## src/sv/lmgb_pkg.sv

```systemverilog
// Package for the local mean glare binarizer.
// Holds the sequencer state type, the divider control struct, the fixed threshold constants and the register indices.
// No dependencies.
package lmgb_pkg;

  typedef enum logic [2:0] {
    S_IDLE,
    S_SUM,
    S_SUM_END,
    S_DIV,
    S_THR,
    S_DARK,
    S_DARK_END,
    S_DONE
  } lmgb_state_t;

  typedef struct packed {
    logic start;
    logic done;
  } lmgb_div_ctl_t;

  localparam logic [7:0] THR_LOW     = 8'd30;
  localparam logic [7:0] THR_HIGH    = 8'd220;
  localparam logic [8:0] WHITE_GAP   = 9'd30;
  localparam logic [7:0] GLARE_LEVEL = 8'd220;
  localparam logic [3:0] DARK_VOTES  = 4'd4;
  localparam logic [0:0] REG_MARGIN  = 1'b0;
  localparam logic [0:0] REG_OFFSET  = 1'b1;

endpackage

```

## src/sv/lmgb_divider.sv

```systemverilog
// Reciprocal-multiply divider for the window sum by the window area, result registered in the cycle after start.
// Used by the binarizer; the area is one of the three window sizes (3x3, 5x5, 7x7).
// Depends on lmgb_pkg for the control struct.
module lmgb_divider #(
  parameter int NW = 14,
  parameter int DW = 6
) (
  input  logic                   clk,
  input  logic                   rst_n,
  input  lmgb_pkg::lmgb_div_ctl_t ctl_in,
  output lmgb_pkg::lmgb_div_ctl_t ctl_out,
  input  logic [NW-1:0]          dividend,
  input  logic [DW-1:0]          divisor,
  output logic [NW-1:0]          quotient
);

  localparam int K   = NW + DW;
  localparam int RCW = K - 2;
  localparam int PW  = NW + RCW;
  localparam logic [DW-1:0]  AREA_3  = DW'(9);
  localparam logic [DW-1:0]  AREA_5  = DW'(25);
  localparam logic [DW-1:0]  AREA_7  = DW'(49);
  localparam logic [RCW-1:0] RECIP_3 = RCW'(((64'd1 << K) + 64'd8) / 64'd9);
  localparam logic [RCW-1:0] RECIP_5 = RCW'(((64'd1 << K) + 64'd24) / 64'd25);
  localparam logic [RCW-1:0] RECIP_7 = RCW'(((64'd1 << K) + 64'd48) / 64'd49);

  logic [RCW-1:0] recip;
  logic [PW-1:0]  prod;
  logic [NW-1:0]  quo_r, quo_nxt;
  logic           done_r, done_nxt;

  always_comb begin
    unique case (divisor)
      AREA_3:  recip = RECIP_3;
      AREA_5:  recip = RECIP_5;
      AREA_7:  recip = RECIP_7;
      default: recip = '0;
    endcase
    prod     = PW'(dividend) * PW'(recip);
    quo_nxt  = ctl_in.start ? NW'(prod >> K) : quo_r;
    done_nxt = ctl_in.start;
  end

  always_ff @(posedge clk) begin
    if (!rst_n) begin
      done_r <= 1'b0;
    end else begin
      done_r <= done_nxt;
    end
  end

  always_ff @(posedge clk) begin
    quo_r <= quo_nxt;
  end

  assign ctl_out.start = 1'b0;
  assign ctl_out.done  = done_r;
  assign quotient      = quo_r;

`ifndef SYNTHESIS
  a_done_after_start: assert property (@(posedge clk) disable iff (!rst_n)
    done_r |-> $past(ctl_in.start)) else $error("divider done without start");
  a_area_known: assert property (@(posedge clk) disable iff (!rst_n)
    ctl_in.start |-> (divisor == AREA_3 || divisor == AREA_5 || divisor == AREA_7))
    else $error("unknown window area");
  a_quot_exact: assert property (@(posedge clk) disable iff (!rst_n)
    done_r |-> ((PW'(quo_r) * PW'($past(divisor)) <= PW'($past(dividend)))
             && ((PW'(quo_r) + PW'(1)) * PW'($past(divisor)) > PW'($past(dividend)))))
    else $error("quotient not exact");
`endif

endmodule

```

## config.mk

```make
export PLATFORM = sky130hd
export DESIGN_NAME = lmgb_divider
export DESIGN_NICKNAME = d
export VERILOG_FILES = /design/src/sv/lmgb_pkg.sv /design/src/sv/lmgb_divider.sv
export SDC_FILE = /design/constraint.sdc
export NUM_CORES = 1
export LEC_CHECK = 0
export BUFFER_PORTS_ARGS = -buffer_cell sky130_fd_sc_hd__buf_4
export CORE_ASPECT_RATIO = 1.2
export CORE_UTILIZATION = 64
export CTS_CLUSTER_DIAMETER = 50
export DETAILED_ROUTE_END_ITERATION = 6
export MAX_ROUTING_LAYER = met4
export PLACE_DENSITY = 0.83
export SLEW_MARGIN = 20
export SYNTH_ARGS = -nofsm -noshare
export SYNTH_HDL_FRONTEND = slang
export SYNTH_SLANG_ARGS = --single-unit
```

## constraint.sdc

```tcl
create_clock -name clk -period 13.1 [get_ports clk]
set_input_delay 1.31 -clock clk [delete_from_list [all_inputs] [get_ports clk]]
set_output_delay 1.31 -clock clk [all_outputs]
set_load 0.02 [all_outputs]
```

Word level (Yosys, flattened, before mapping)
Cells that the tools add are included.
{"block": "totals", "register_bits": 13, "inputBits": 24, "output_inout_bits": 16, "wordCells": 7}
{"block": "classes", "multipliers": 1, "eq_ne": 3, "n_mux": 1}
{"cell": "case mux 17 bit (3 select lines)", "n": 1}
{"cell": "multiplier 14 x 18 -> 32 bit", "n": 1}
{"cell": "equality test 6 x 4 -> 1 bit, second input constant", "n": 1}
{"cell": "equality test 6 x 5 -> 1 bit, second input constant", "n": 1}
{"cell": "equality test 6 bit, second input constant", "n": 1}

Logic depth before layout (Yosys ltp)
{"block": "logic_depth", "depth_word": 3, "depth_mapped": 24, "depth_no_buf": 23}

Least setup slack after synthesis
OpenSTA, ideal clock, no wires.
{"block": "synth_path", "path_kind": "input to register", "start": "input port divisor[1]", "end": "register quo_r[7], in the netlist quotient[7], data pin", "setup_ns": 0.268, "t_arrival_ns": 7.102, "t_required_ns": 12.832, "setup_slack_ns": 5.730, "stages": 22, "path_buffers": 1, "cell_sequence": "or3b_1 -> nor3_1 -> clkbuf_1 -> nand2_1 -> nand2_1 -> inv_1 -> fa_1 -> inv_1 -> fa_1 -> fa_1 -> fa_1 -> fa_1 -> inv_1 -> fa_1 -> inv_1 -> ha_1 -> nand4_2 -> or4_4 -> a211o_1 -> nand2_2 -> a221o_2 -> a211oi_2"}
{"block": "synth_via", "elab_chain_cells": 3, "word_cells_on_any_way": 5, "cone_classes": "mul: 1; eq/ne: 3; mux: 1"}
{"item": "start: declaration", "line_no": "lmgb_divider.sv:13", "source": "input logic [DW-1:0] divisor,"}
{"item": "equality test 6 bit, or another cell as far along", "line_no": "lmgb_divider.sv:33", "source": "unique case (divisor)"}
{"item": "case mux 17 bit (3 select lines) *", "line_no": "lmgb_divider.sv:33"}
{"item": "multiplier 14 x 18 -> 32 bit *", "line_no": "lmgb_divider.sv:39", "source": "prod = PW'(dividend) * PW'(recip);"}
{"item": "named net prod[27]", "line_no": "lmgb_divider.sv:28", "source": "logic [PW-1:0] prod;"}
{"item": "end signal: assignment", "line_no": "lmgb_divider.sv:53", "source": "quo_r <= quo_nxt;"}
{"item": "end: declaration", "line_no": "lmgb_divider.sv:29", "source": "logic [NW-1:0] quo_r, quo_nxt;"}
The timed path passes the listed nets; every way through them passes the cells marked *.
A chain may end at the register's enable or synchronous reset.

Worst setup path in the final report
{"block": "layout_path", "start": "input port divisor[1]", "end": "register quo_r[11], in the netlist quotient[11], data pin"}
The elaborated chain is that of the path after synthesis.

==> results.txt <==
status: complete, but fails checks
failing checks: design-rule violations
GR Util All Layers: 31.66%
Routed Antenna Nets: 0
clock share of power: 30.8%
vias in the first global route: 5848
combinational power share: 42.2%
final setup TNS: 0 ns
synthesized cell area: 0.007094 sq mm
internal power: 0.1209 mW
Netlist cell types: 69
antenna violations before repair: 0
total of max-cap violations: 0
H-tree levels: 1
initial DRC count: 278
Post-Place Cells: 913
# rows: 41
die height: 117.3 um
Tmin final: 7.996 ns
synthesis-to-layout area growth: 5.979%
Hold Buf Count CTS: 0
detailed-router iteration count before antenna repair: 6
most common cell after layout, fill and taps aside: inv_1
Post-synth EDFFs: 12
Synth top area share: 38.66%
Synth area leader: fa_1
CTS tree: done
post-detail-place hpwl: 14.15 mm
Slew @ Worst Pin: 0.8240 ns
Worst VDD drop: 0.08300 mV
first-pass GRT wire length: 28.16 mm
endpoints failing hold: 0
# diodes: 0
NetSw: 0.06311 mW
initial core utilization: 66.49%
Sink Count: 13
sequential cell area fraction in the yosys report: 5.362%
RD Place Congestion: 0.9396
Vias/cell: 5.716
yosys warns: 0
Data required, critical path: 13.07 ns
nature of the critical path endpoint: register
mean post-synth cell area: 9.274 sq um
Core ar.: 0.01067 sq mm
GRT busiest layer: met2
DRC viols: 2
Final Routed Wirelength: 15.71 mm
Synth async-reset ratio: 0%
Static Leak: 4.668 nW
share of layout cells above drive strength 1: 7.741%
Main synth FF type: edfxtp_1
startpoint types: input port
Synth Instances: 765
nets: 1075
met1 Track Usage GR: 40.86%
clk slew on worst S/H paths: 0.04 ns
Core Util, Final: 70.46%
met3 GRT Util: 3.218%
largest net degree at the start of global routing: 34
commonest cells after routing, fill and taps aside: 197 x inv_1, 137 x fa_1, 125 x ha_1
Slew HR: 44.49%
final setup violation count: 0
pwr/cell area: 24.48 mW/mm^2
final std cells w/o fill: 917
switch share: 34.29%
# IOs: 40
crit path kind: input port to register
Slew Limit Fails: 0
post-CTS sizing: 0
flip-flop and latch count after synthesis: 13
upper clock frequency limit: 125.1 MHz
CP max FO: 33
WL/cell: 17.13 um
total CTS buffers: 3
Seq pwr share: 27.0%
die area: 0.01151 sq mm
Setup Buffers After CTS: 0
Hold Crit Class: input port to register
crit share post-route: 61.04%
Die Width: 98.11 um
Final Power: 0.1840 mW
CTS Root Cell: clkbuf_16
critical path arrival: 7.97 ns
unrepaired setup endpoints after global routing: no
# port buffers: 35
met2 GRT Util: 53.26%
GR Overflow Total: 0
via count: 5242
Area contributors post-synth: fa_1 39%, ha_1 22%, inv_1 10%
clk buf depth: 2
==> Yosys cell counts (all sizes together), types with 3 or more instances <==
cell	count
buf	11
and4	3
o21ai	24
clkbuf	9
nor2b	5
nor4	3
nand4	9
nor3b	4
edfxtp	12
or3	3
nand3	10
a21o	6
nor2	37
a21oi	23
and2	6
inv	198
nor3	7
a211oi	4
a211o	4
xnor2	8
a31oi	4
ha	125
or2	9
and3	14
fa	137
nand2	57
==> cells by family after synthesis <==
family	Yosys count	share of synthesized area, %
AOI/OAI and AO/OA	82	7.478
xor gates and xnor gates	10	1.235
adders and majority gates	262	60.71
buffers and inverters	218	11.98
DFF	13	5.362
muxes	1	0.1411
other	1	0.05286
and+or+nand+nor	178	13.05
==> layer usage <==
layer	wire, um	up-vias	share of wire (%)
met3	964	36	6.1
met1	6382	2566	41
met4	437	0	2.8
met5	0	-	0
met2	7925	165	50
li1	-	2475	-
==> registers in the layout, indices dropped and copies added, names as in the netlist <==
signal    count
quotient     12
done_r        1
==> power groups by stage <==
stage                     Sequential, mW  Clock (mW)  Combinational, mW
final                             0.0496      0.0567             0.0777
after global routing              0.0498      0.0601             0.0873
after CTS                         0.0496      0.0576             0.0782
after detailed placement          0.0501           0             0.0763
after global placement            0.0502           0             0.0747
after floorplan                   0.0538           0             0.0465
==> critical path: stages <==
cell and delay (ns):
buf_4 0.11, or3b_1 0.43, nor3b_2 0.21, buf_4 0.35, and2_1 0.25, nor2b_1 0.58
ha_1 0.29, inv_1 0.07, fa_1 0.50, inv_1 0.05, fa_1 0.48, fa_1 0.55
fa_1 0.52, inv_1 0.07, fa_1 0.48, inv_1 0.04, ha_1 0.31, nand4_2 0.16
or4_4 0.58, a211o_1 0.25, nand2_2 0.13, or3_1 0.13, nand4_1 0.08
==> final timing paths <==
path | startpoint | end | slack [ns] | cells after the start
setup / recovery | divisor[1] | quotient[11]$_DFFE_PP_ | 5.10 | 23
hold / removal | rst_n | done_r$_SDFF_PN0_ | 1.28 | 2
==> metrics by stage <==
stage | hold slack (ns) | worst slack [ns] | cell area (sq um)
after CTS | 1.278 | 5.124 | 7518
after global placement | 1.523 | 5.054 | 7440
after detailed placement | 1.528 | 4.900 | 7440
final | 1.278 | 5.104 | 7518
after floorplan | 1.423 | 5.730 | 7102
after global routing | 1.272 | 4.831 | 7518
==> final cells by class <==
| cell class | count | area [sq um] |
|---|---|---|
| multi-input combinational | 536 | 5877 |
| fill | 836 | 3152 |
| clock buffer | 4 | 78.83 |
| timing repair buffer | 37 | 277.8 |
| sequential | 13 | 380.4 |
| inverter | 198 | 743.2 |
| tap | 129 | 161.4 |
Note: power is estimated with default switching activity, not from simulation.
